--- config.mk ---
export PLATFORM = sky130hd
export DESIGN_NAME = string_to_integer_parser
export DESIGN_NICKNAME = d
export VERILOG_FILES = /design/src/sv/stip_pkg.sv /design/src/sv/stip_mac.sv /design/src/sv/string_to_integer_parser.sv
export SDC_FILE = /design/constraint.sdc
export NUM_CORES = 1
export LEC_CHECK = 0
export BUFFER_PORTS_ARGS = -buffer_cell sky130_fd_sc_hd__buf_2
export CORE_MARGIN = 2
export CORE_UTILIZATION = 45
export DETAILED_ROUTE_END_ITERATION = 7
export SYNTH_ARGS = -nofsm -noshare
export SYNTH_HDL_FRONTEND = slang
export SYNTH_SLANG_ARGS = --single-unit
--- constraint.sdc ---
create_clock -name aclk -period 23.7 [get_ports aclk]
set_clock_uncertainty 0.2 [all_clocks]
set_input_delay 3.555 -clock aclk [delete_from_list [all_inputs] [get_ports aclk]]
set_output_delay 3.555 -clock aclk [all_outputs]
set_load 0.005 [all_outputs]
--- src/sv/stip_pkg.sv ---
package stip_pkg;

    // Beat widths
    localparam int IN_W   = 8;
    localparam int VAL_W  = 64;
    localparam int OFF_W  = 16;
    localparam int BASE_W = 6;
    localparam int OUT_W  = 88;

    // Result beat layout, lowest bit up
    localparam int OUT_VAL_LO = 0;
    localparam int OUT_ERR    = 64;
    localparam int OUT_FOUND  = 65;
    localparam int OUT_OFF_LO = 66;
    localparam int OUT_PAD_W  = OUT_W - (OUT_OFF_LO + OFF_W);

    // Register indexes (byte address 4*index)
    localparam logic REG_NUMBER_BASE   = 1'b0;
    localparam logic REG_SIGNED_RESULT = 1'b1;

    localparam logic [BASE_W-1:0] BASE_RESET   = 6'd10;
    localparam logic [BASE_W-1:0] BASE_DEC     = 6'd10;
    localparam logic [BASE_W-1:0] BASE_OCT     = 6'd8;
    localparam logic [BASE_W-1:0] BASE_HEX     = 6'd16;
    localparam logic [BASE_W-1:0] BASE_AUTO    = 6'd0;
    localparam logic [BASE_W-1:0] DIGIT_NONE   = 6'd63;

    // Characters of interest
    localparam logic [IN_W-1:0] CH_SPACE = 8'h20;
    localparam logic [IN_W-1:0] CH_TAB   = 8'h09;
    localparam logic [IN_W-1:0] CH_CR    = 8'h0d;
    localparam logic [IN_W-1:0] CH_PLUS  = 8'h2b;
    localparam logic [IN_W-1:0] CH_MINUS = 8'h2d;
    localparam logic [IN_W-1:0] CH_ZERO  = 8'h30;
    localparam logic [IN_W-1:0] CH_NINE  = 8'h39;
    localparam logic [IN_W-1:0] CH_X_LO  = 8'h78;
    localparam logic [IN_W-1:0] CH_X_UP  = 8'h58;
    localparam logic [IN_W-1:0] CH_A_LO  = 8'h61;
    localparam logic [IN_W-1:0] CH_Z_LO  = 8'h7a;
    localparam logic [IN_W-1:0] CH_A_UP  = 8'h41;
    localparam logic [IN_W-1:0] CH_Z_UP  = 8'h5a;

    localparam logic [VAL_W-1:0] SIGNED_MAX = 64'h7fff_ffff_ffff_ffff;
    localparam logic [VAL_W-1:0] SIGNED_MIN = 64'h8000_0000_0000_0000;
    localparam logic [VAL_W-1:0] ALL_ONES   = 64'hffff_ffff_ffff_ffff;

    // Multiply-add result handed back to the parser
    typedef struct packed {
        logic             digit_ok;
        logic             overflow;
        logic [VAL_W-1:0] acc;
    } mac_res_t;

    // Raw digit value 0..35, DIGIT_NONE for anything else
    function automatic logic [BASE_W-1:0] digit_raw(input logic [IN_W-1:0] c);
        logic [IN_W-1:0] d;
        d = IN_W'(DIGIT_NONE);
        if (c >= CH_ZERO && c <= CH_NINE) begin
            d = c - CH_ZERO;
        end else if (c >= CH_A_LO && c <= CH_Z_LO) begin
            d = c - CH_A_LO + 8'd10;
        end else if (c >= CH_A_UP && c <= CH_Z_UP) begin
            d = c - CH_A_UP + 8'd10;
        end
        return d[BASE_W-1:0];
    endfunction

endpackage

--- src/sv/stip_mac.sv ---
module stip_mac (
    input  logic [stip_pkg::VAL_W-1:0]  acc,
    input  logic [stip_pkg::BASE_W-1:0] base,
    input  logic [stip_pkg::IN_W-1:0]   char_code,
    output stip_pkg::mac_res_t          res
);

    localparam int PROD_W = stip_pkg::VAL_W + stip_pkg::BASE_W;

    logic [stip_pkg::BASE_W-1:0] base_eff;
    logic [stip_pkg::BASE_W-1:0] raw;
    logic [PROD_W-1:0]           sum;

    // base 0 falls back to decimal
    assign base_eff = (base == stip_pkg::BASE_AUTO) ? stip_pkg::BASE_DEC : base;
    assign raw      = stip_pkg::digit_raw(char_code);

    // acc * base + digit; anything at or above 2^64 is an overflow
    assign sum = PROD_W'(acc) * PROD_W'(base_eff) + PROD_W'(raw);

    assign res.digit_ok = (raw < base_eff);
    assign res.overflow = |sum[PROD_W-1:stip_pkg::VAL_W];
    assign res.acc      = sum[stip_pkg::VAL_W-1:0];

endmodule

--- src/sv/string_to_integer_parser.sv ---
// String to integer parser, strtoll / strtoull style.
// s_ channel: one byte of the string per beat in s_tdata, s_tlast on the
// final byte. m_ channel: one result beat per string, issued after the
// tlast beat. Leading blanks and one sign are taken, then a base prefix
// (0x, or leading 0 for octal in auto mode) and digits up to the first
// non-digit; later bytes are ignored until tlast.
// Timing: a byte waits in the input register while digit decode and a
// 64x6 multiply-add work out the parse state, registered as it leaves.
// A result goes to the output register driving m_tvalid as its tlast
// byte leaves the input register. One byte is taken per cycle unless the
// parse stage stalls; the accumulator's multiply-add loop sets the rate.
// A stalled result stays in the output register; bytes keep flowing until
// the next tlast beat reaches the parse stage, which then waits for it.
// Reset clears the parse state, empties both registers and loads base 10,
// signed mode. Configuration through the APB port only while idle.
module string_to_integer_parser #(
    parameter int OFFSET_BITS = 16
) (
    input  logic                      aclk,
    input  logic                      aresetn,
    // s_tdata: [7:0] char_code; s_tlast: last_char
    input  logic                      s_tvalid,
    output logic                      s_tready,
    input  logic [7:0]                s_tdata,
    input  logic                      s_tlast,
    // m_tdata: [63:0] value_bits, [64] range_error, [65] digits_found,
    //          [81:66] end_offset, [87:82] zero
    output logic                      m_tvalid,
    input  logic                      m_tready,
    output logic [stip_pkg::OUT_W-1:0] m_tdata,
    input  logic                      psel,
    input  logic                      penable,
    input  logic                      pwrite,
    input  logic [2:0]                paddr,
    input  logic [31:0]               pwdata,
    output logic [31:0]               prdata,
    output logic                      pready
);

    localparam logic [OFFSET_BITS-1:0] POS_MAX = {OFFSET_BITS{1'b1}};

    typedef enum logic [2:0] {
        PH_SPACE,
        PH_SIGNED,
        PH_ZERO,
        PH_ZEROX,
        PH_DIGITS,
        PH_DONE
    } phase_t;

    // Config
    logic [stip_pkg::BASE_W-1:0] base_reg;
    logic                        signed_reg;

    // Input register
    logic                        in_valid_reg, in_valid_next;
    logic [stip_pkg::IN_W-1:0]   in_char_reg;
    logic                        in_last_reg;

    // Parse state
    phase_t                      phase_reg, phase_next;
    logic [stip_pkg::VAL_W-1:0]  acc_reg, acc_next;
    logic                        ovf_reg, ovf_next;
    logic                        minus_reg, minus_next;
    logic [stip_pkg::BASE_W-1:0] ebase_reg, ebase_next;
    logic [OFFSET_BITS-1:0]      pos_reg, pos_next;
    logic [OFFSET_BITS-1:0]      dend_reg, dend_next;

    // Output register, raw snapshot of the finished string
    logic                        out_valid_reg, out_valid_next;
    logic [stip_pkg::VAL_W-1:0]  out_acc_reg;
    logic                        out_ovf_reg;
    logic                        out_minus_reg;
    logic                        out_signed_reg;
    logic [OFFSET_BITS-1:0]      out_dend_reg;

    logic                        advance;
    logic                        cfg_wr;
    logic                        take;
    logic                        start;
    logic [stip_pkg::BASE_W-1:0] dig_base;
    logic [stip_pkg::BASE_W-1:0] start_base;
    logic [stip_pkg::BASE_W-1:0] raw;
    logic [OFFSET_BITS-1:0]      pos_inc;
    logic                        is_blank;
    stip_pkg::mac_res_t          mac;

    logic [stip_pkg::VAL_W-1:0]  val;
    logic                        err;

    // Handshakes
    assign advance  = in_valid_reg && (!in_last_reg || !out_valid_reg || m_tready);
    assign s_tready = !in_valid_reg || advance;
    assign m_tvalid = out_valid_reg;
    assign pready   = 1'b1;
    assign cfg_wr   = psel && penable && pwrite;

    // Register read
    always_comb begin
        unique case (paddr[2])
            stip_pkg::REG_NUMBER_BASE:   prdata = {26'd0, base_reg};
            stip_pkg::REG_SIGNED_RESULT: prdata = {31'd0, signed_reg};
            default:                     prdata = 32'd0;
        endcase
    end

    assign raw      = stip_pkg::digit_raw(in_char_reg);
    assign pos_inc  = (pos_reg == POS_MAX) ? pos_reg : pos_reg + 1'b1;
    assign is_blank = (in_char_reg == stip_pkg::CH_SPACE) ||
                      (in_char_reg >= stip_pkg::CH_TAB && in_char_reg <= stip_pkg::CH_CR);
    assign start_base = (base_reg == stip_pkg::BASE_AUTO) ? stip_pkg::BASE_DEC : base_reg;

    // Decide whether this byte is a digit candidate and in which base
    always_comb begin
        take     = 1'b0;
        start    = 1'b0;
        dig_base = ebase_reg;
        unique case (phase_reg)
            PH_SPACE: begin
                if (!is_blank && in_char_reg != stip_pkg::CH_PLUS &&
                    in_char_reg != stip_pkg::CH_MINUS) begin
                    start = 1'b1;
                end
            end
            PH_SIGNED: start = 1'b1;
            PH_ZERO: begin
                if (in_char_reg != stip_pkg::CH_X_LO && in_char_reg != stip_pkg::CH_X_UP) begin
                    take = 1'b1;
                    if (ebase_reg == stip_pkg::BASE_AUTO) begin
                        dig_base = (raw < stip_pkg::BASE_OCT) ? stip_pkg::BASE_OCT
                                                              : stip_pkg::BASE_DEC;
                    end
                end
            end
            PH_ZEROX: begin
                take     = (raw < stip_pkg::BASE_HEX);
                dig_base = stip_pkg::BASE_HEX;
            end
            PH_DIGITS: take = 1'b1;
            default: ;
        endcase
        // A leading 0 in auto or hex mode waits for a possible prefix
        if (start && !(in_char_reg == stip_pkg::CH_ZERO &&
                       (base_reg == stip_pkg::BASE_AUTO || base_reg == stip_pkg::BASE_HEX))) begin
            take     = 1'b1;
            dig_base = start_base;
        end
    end

    stip_mac u_mac (
        .acc       (acc_reg),
        .base      (dig_base),
        .char_code (in_char_reg),
        .res       (mac)
    );

    // Next parse state for the byte in the input register
    always_comb begin
        phase_next = phase_reg;
        acc_next   = acc_reg;
        ovf_next   = ovf_reg;
        minus_next = minus_reg;
        ebase_next = ebase_reg;
        pos_next   = pos_inc;
        dend_next  = dend_reg;
        if (phase_reg == PH_SPACE && !is_blank && (in_char_reg == stip_pkg::CH_PLUS ||
                                                   in_char_reg == stip_pkg::CH_MINUS)) begin
            minus_next = (in_char_reg == stip_pkg::CH_MINUS);
            phase_next = PH_SIGNED;
        end
        if (start) begin
            ebase_next = base_reg;
            if (!take) begin
                phase_next = PH_ZERO;
                dend_next  = pos_inc;
            end
        end
        if (phase_reg == PH_ZERO && !take) begin
            phase_next = PH_ZEROX;
        end
        if (phase_reg == PH_ZEROX && !take) begin
            phase_next = PH_DONE;
        end
        if (take) begin
            ebase_next = dig_base;
            if (!mac.digit_ok) begin
                phase_next = PH_DONE;
            end else begin
                phase_next = PH_DIGITS;
                dend_next  = pos_inc;
                if (mac.overflow) begin
                    ovf_next = 1'b1;
                end else begin
                    acc_next = mac.acc;
                end
            end
        end
    end

    assign in_valid_next  = s_tready ? s_tvalid : in_valid_reg;
    assign out_valid_next = (advance && in_last_reg) ? 1'b1 :
                            (m_tready ? 1'b0 : out_valid_reg);

    // State and registered outputs
    always_ff @(posedge aclk) begin
        if (!aresetn) begin
            base_reg      <= stip_pkg::BASE_RESET;
            signed_reg    <= 1'b1;
            in_valid_reg  <= 1'b0;
            out_valid_reg <= 1'b0;
            phase_reg     <= PH_SPACE;
            acc_reg       <= '0;
            ovf_reg       <= 1'b0;
            minus_reg     <= 1'b0;
            ebase_reg     <= '0;
            pos_reg       <= '0;
            dend_reg      <= '0;
        end else begin
            if (cfg_wr) begin
                if (paddr[2] == stip_pkg::REG_NUMBER_BASE) begin
                    base_reg <= pwdata[stip_pkg::BASE_W-1:0];
                end else begin
                    signed_reg <= pwdata[0];
                end
            end
            in_valid_reg  <= in_valid_next;
            out_valid_reg <= out_valid_next;
            if (s_tvalid && s_tready) begin
                in_char_reg <= s_tdata;
                in_last_reg <= s_tlast;
            end
            if (advance) begin
                if (in_last_reg) begin
                    out_acc_reg    <= acc_next;
                    out_ovf_reg    <= ovf_next;
                    out_minus_reg  <= minus_next;
                    out_signed_reg <= signed_reg;
                    out_dend_reg   <= dend_next;
                    phase_reg      <= PH_SPACE;
                    acc_reg        <= '0;
                    ovf_reg        <= 1'b0;
                    minus_reg      <= 1'b0;
                    ebase_reg      <= '0;
                    pos_reg        <= '0;
                    dend_reg       <= '0;
                end else begin
                    phase_reg <= phase_next;
                    acc_reg   <= acc_next;
                    ovf_reg   <= ovf_next;
                    minus_reg <= minus_next;
                    ebase_reg <= ebase_next;
                    pos_reg   <= pos_next;
                    dend_reg  <= dend_next;
                end
            end
        end
    end

    // Saturation and sign applied to the held result
    always_comb begin
        if (out_signed_reg) begin
            err = out_ovf_reg ||
                  (!out_minus_reg && out_acc_reg[stip_pkg::VAL_W-1]) ||
                  (out_minus_reg && out_acc_reg[stip_pkg::VAL_W-1] &&
                   (|out_acc_reg[stip_pkg::VAL_W-2:0]));
            if (err) begin
                val = out_minus_reg ? stip_pkg::SIGNED_MIN : stip_pkg::SIGNED_MAX;
            end else begin
                val = out_minus_reg ? (stip_pkg::VAL_W'(0) - out_acc_reg) : out_acc_reg;
            end
        end else begin
            err = out_ovf_reg;
            if (err) begin
                val = stip_pkg::ALL_ONES;
            end else begin
                val = out_minus_reg ? (stip_pkg::VAL_W'(0) - out_acc_reg) : out_acc_reg;
            end
        end
    end

    assign m_tdata = {{stip_pkg::OUT_PAD_W{1'b0}},
                      stip_pkg::OFF_W'(out_dend_reg),
                      (out_dend_reg != '0),
                      err,
                      val};

endmodule

==> impl_metrics.toml <==
[route]
detailedRoute.firstPassIterationCount = 6
routedWlPerCell_microns = 19.5
ant_nets = 0
wl_microns = 65700
detailedRoute.firstIterationViolations = 1296
route.detailed.drc = 0
detailroute.via_count = 19806
detail_route.vias_per_cell = 5.87

[yosys]
syn_area_sq_um = 24600
synth-compound-area-share_pct = 16.1
synth.area.mux_share_pct = 3.84
arithmetic_cell_share_of_the_synthesized_area_counting_full_adders_half_adders_and_majority_gates_pct = 28.9
synth-seq-area-share_pct = 20.7
synthesized_instance_count = 2661
synth_ff_type = "sky130_fd_sc_hd__dfxtp_1"
ys_top_cells_by_area = "sky130_fd_sc_hd__fa_1 21%, sky130_fd_sc_hd__edfxtp_1 11%, sky130_fd_sc_hd__dfxtp_1 9.5%"
largest_family_of_logic_cells_by_synthesized_area = "adder cells"
synthSimpleGateAreaFrac_pct = 22.0
postSynth.asyncResetShare_pct = 0
most_frequent_cell_after_synthesis = "sky130_fd_sc_hd__and2_1"
synth_xor_xnor_area_share_pct = 3.75
post_synth_num_cell_types = 85
synth.avg_cell_area_sq_um = 9.23
yosys-top-cells-count = "310 x sky130_fd_sc_hd__and2_1, 252 x sky130_fd_sc_hd__fa_1, 200 x sky130_fd_sc_hd__nand2_1"
synth_top_area_cell = "sky130_fd_sc_hd__fa_1"
post_synthesis_register_bit_count = 208
synth-warning-count = 0
number_of_flops_mapped_to_enable_cells_by_yosys = 92
synthDominantCellAreaShare_pct = 20.5

[floorplan]
die_w_microns = 238
top_level_ports = 174
core_area_sq_um = 53900
num_rows = 85
initial_core_util_pct = 45.5
die_area_sq_um = 56400
dieHeight_microns = 238

[global_routing]
use_met3_pct = 3.39
via_count_of_the_first_global_routing_pass = 20197
global_route.usage.total_pct = 23.5
met1_grt_util_pct = 32.5
gr-total-overflow = 0
groute.layer.met2.usage_pct = 39.0
grt_pass1_wl_microns = 108000
pin_count_of_the_biggest_net_entering_global_routing = 69
grt_antenna_before_repair = 1
gr-max-usage-layer = "met2"

[place]
gp_congestion = 0.947
port_buffers = 112
dp_cells = 3329
place_hpwl_microns = 50200

[timing]
rsz_0062_raised_after_global_routing = "false"
max-slew-margin-rel_pct = 18.7
maxSlewViolCount = 0
post-route-period-util_pct = 47.9
worst_pin_slew_ns = 1.22
fmaxAchievable_mhz = 88.1
setup_violations = 0
finalHoldViolations = 0
final_layout_setup_total_negative_slack_ns = 0
period_minus_slack_ns = 11.35

[worst_setup_path]
worst_setup_ep_type = "flop"
cp_slowest_cell = "sky130_fd_sc_hd__o21ai_0"
cp.arrival_ns = 11.41
worst-endpoint-required_ns = 23.76
crit_type = "flop to flop"
crit_path_max_incr_delay_ns = 0.68
cp-start-kind = "flop"
worst_setup_path_startpoint = "in_char_reg[1]"
critPathMaxFanout = 65
origin_of_the_critical_flop_to_flop_path = "in_char_reg[1]"

[worst_hold_path]
startpoint_of_the_tightest_hold_check_path = "signed_reg"
worst_hold_path_type = "flop to flop"

[clock_tree]
clkLatencyLatePin_ns = 0.56
cts_inserted_buffers = 25
postCtsSetupRepairBufs = 0
cts.root.buffer_cell = "sky130_fd_sc_hd__clkbuf_16"
htreeDepth = 1
clk_pin_slew_ns = 0.06
numClockSinks = 208
postCtsHoldBufs = 0
tritoncts = "built"
postCtsResizedCells = 0
cts_max_path_buffers = 3

[finish]
flow.area_growth_from_synthesis_pct = 7.08
final_cell_count_no_fill = 3375
nets = 3126
drive_gt1_share_pct = 10.2
number_of_fillers_in_the_final_layout = 5100
n_antenna_cell = 0

[pwr]
highest_ir_drop_seen_on_vdd_mv = 0.0472
pwr_density_cell_nw_per_um2 = 32.9
power.leakage_nw = 12.3

[job]
maxCapViolCount = 0

[run_status]
status = "finished, final reports clean"
## final timing paths
kind         depth (start not counted)         endpoint  slack, ns
max reg2reg                         31  out_acc_reg[55]      12.35
min reg2reg                          0   out_signed_reg       0.27
min                                  0   out_signed_reg       0.27
max                                 31  out_acc_reg[55]      12.35
## kinds of logic after synthesis
family | Yosys count
compound gates | 606
xor+xnor | 105
fa+ha+maj | 415
buf+inv | 260
flops | 208
mux | 85
other cells | 2
simple gates | 980
## worst max-delay path: cells and delay by family (launching register included)
kind / cells / cell delay [ns]
compound gates: 14 / 4.72
fa+ha+maj: 6 / 2.62
buf+inv: 6 / 1.18
flops: 1 / 0.56
simple gates: 5 / 1.73
## cell type report
type	instances	area, sq um	share of cell area [%]
Multi-Input combinational cell	2224	18500	70.5
Sequential cell	208	5080	19.3
Tap cell	696	871	3.31
Timing Repair Buffer	129	688	2.62
Clock buffer	29	641	2.44
Inverter	72	270	1.03
Clock inverter	17	213	0.809
## per-stage QoR
step                hold slack, ns  total power, W  cell area (sq um)  util (%)  worst slack, ns
floorplan                    0.230        0.000442              24700         -            15.01
global placement             0.259        0.000461              25400      47.2            12.56
detailed placement           0.269        0.000462              25400      47.2            12.42
CTS                          0.279        0.000875              26300      48.8            12.41
global route                 0.295        0.000895              26300      48.8            11.72
finish                       0.271        0.000864              26300      48.8            12.35
## report_power, final
part	switching, W	internal [W]	leakage, nW
Clock	0.000169	0.000240	0.405
Combinational	0.0000491	0.0000246	9.99
Sequential	0.00000549	0.000376	1.87
## metal layers
layer  vias to the layer above  share of wire, %  routed length, microns
li1                       9337                 -                       -
met1                      9825                46                   30100
met2                       545                47                   30600
met3                        99               5.5                    3580
met4                         0               2.2                    1440
met5                         -                 0                       0
## placed cells by master, fill, tap and decap left out, drive strengths merged, types with 12 or more instances in the layout
cell type	instances
or4	12
a21oi	154
nand3	29
conb	33
o22ai	25
xor2	57
o21a	19
nor2	100
buf	129
a22oi	30
a22o	58
a31oi	20
xnor2	48
o21bai	12
nand2b	21
a21o	31
nor2b	115
and3	15
and4	15
nand4	52
edfxtp	92
nand2	200
fa	252
dfxtp	116
mux2	74
nor4	21
clkbuf	29
inv	76
o21ai	153
or3	26
ha	163
and2	310
nor3	38
o31ai	15
Note: power is estimated with default switching activity, not from simulation.
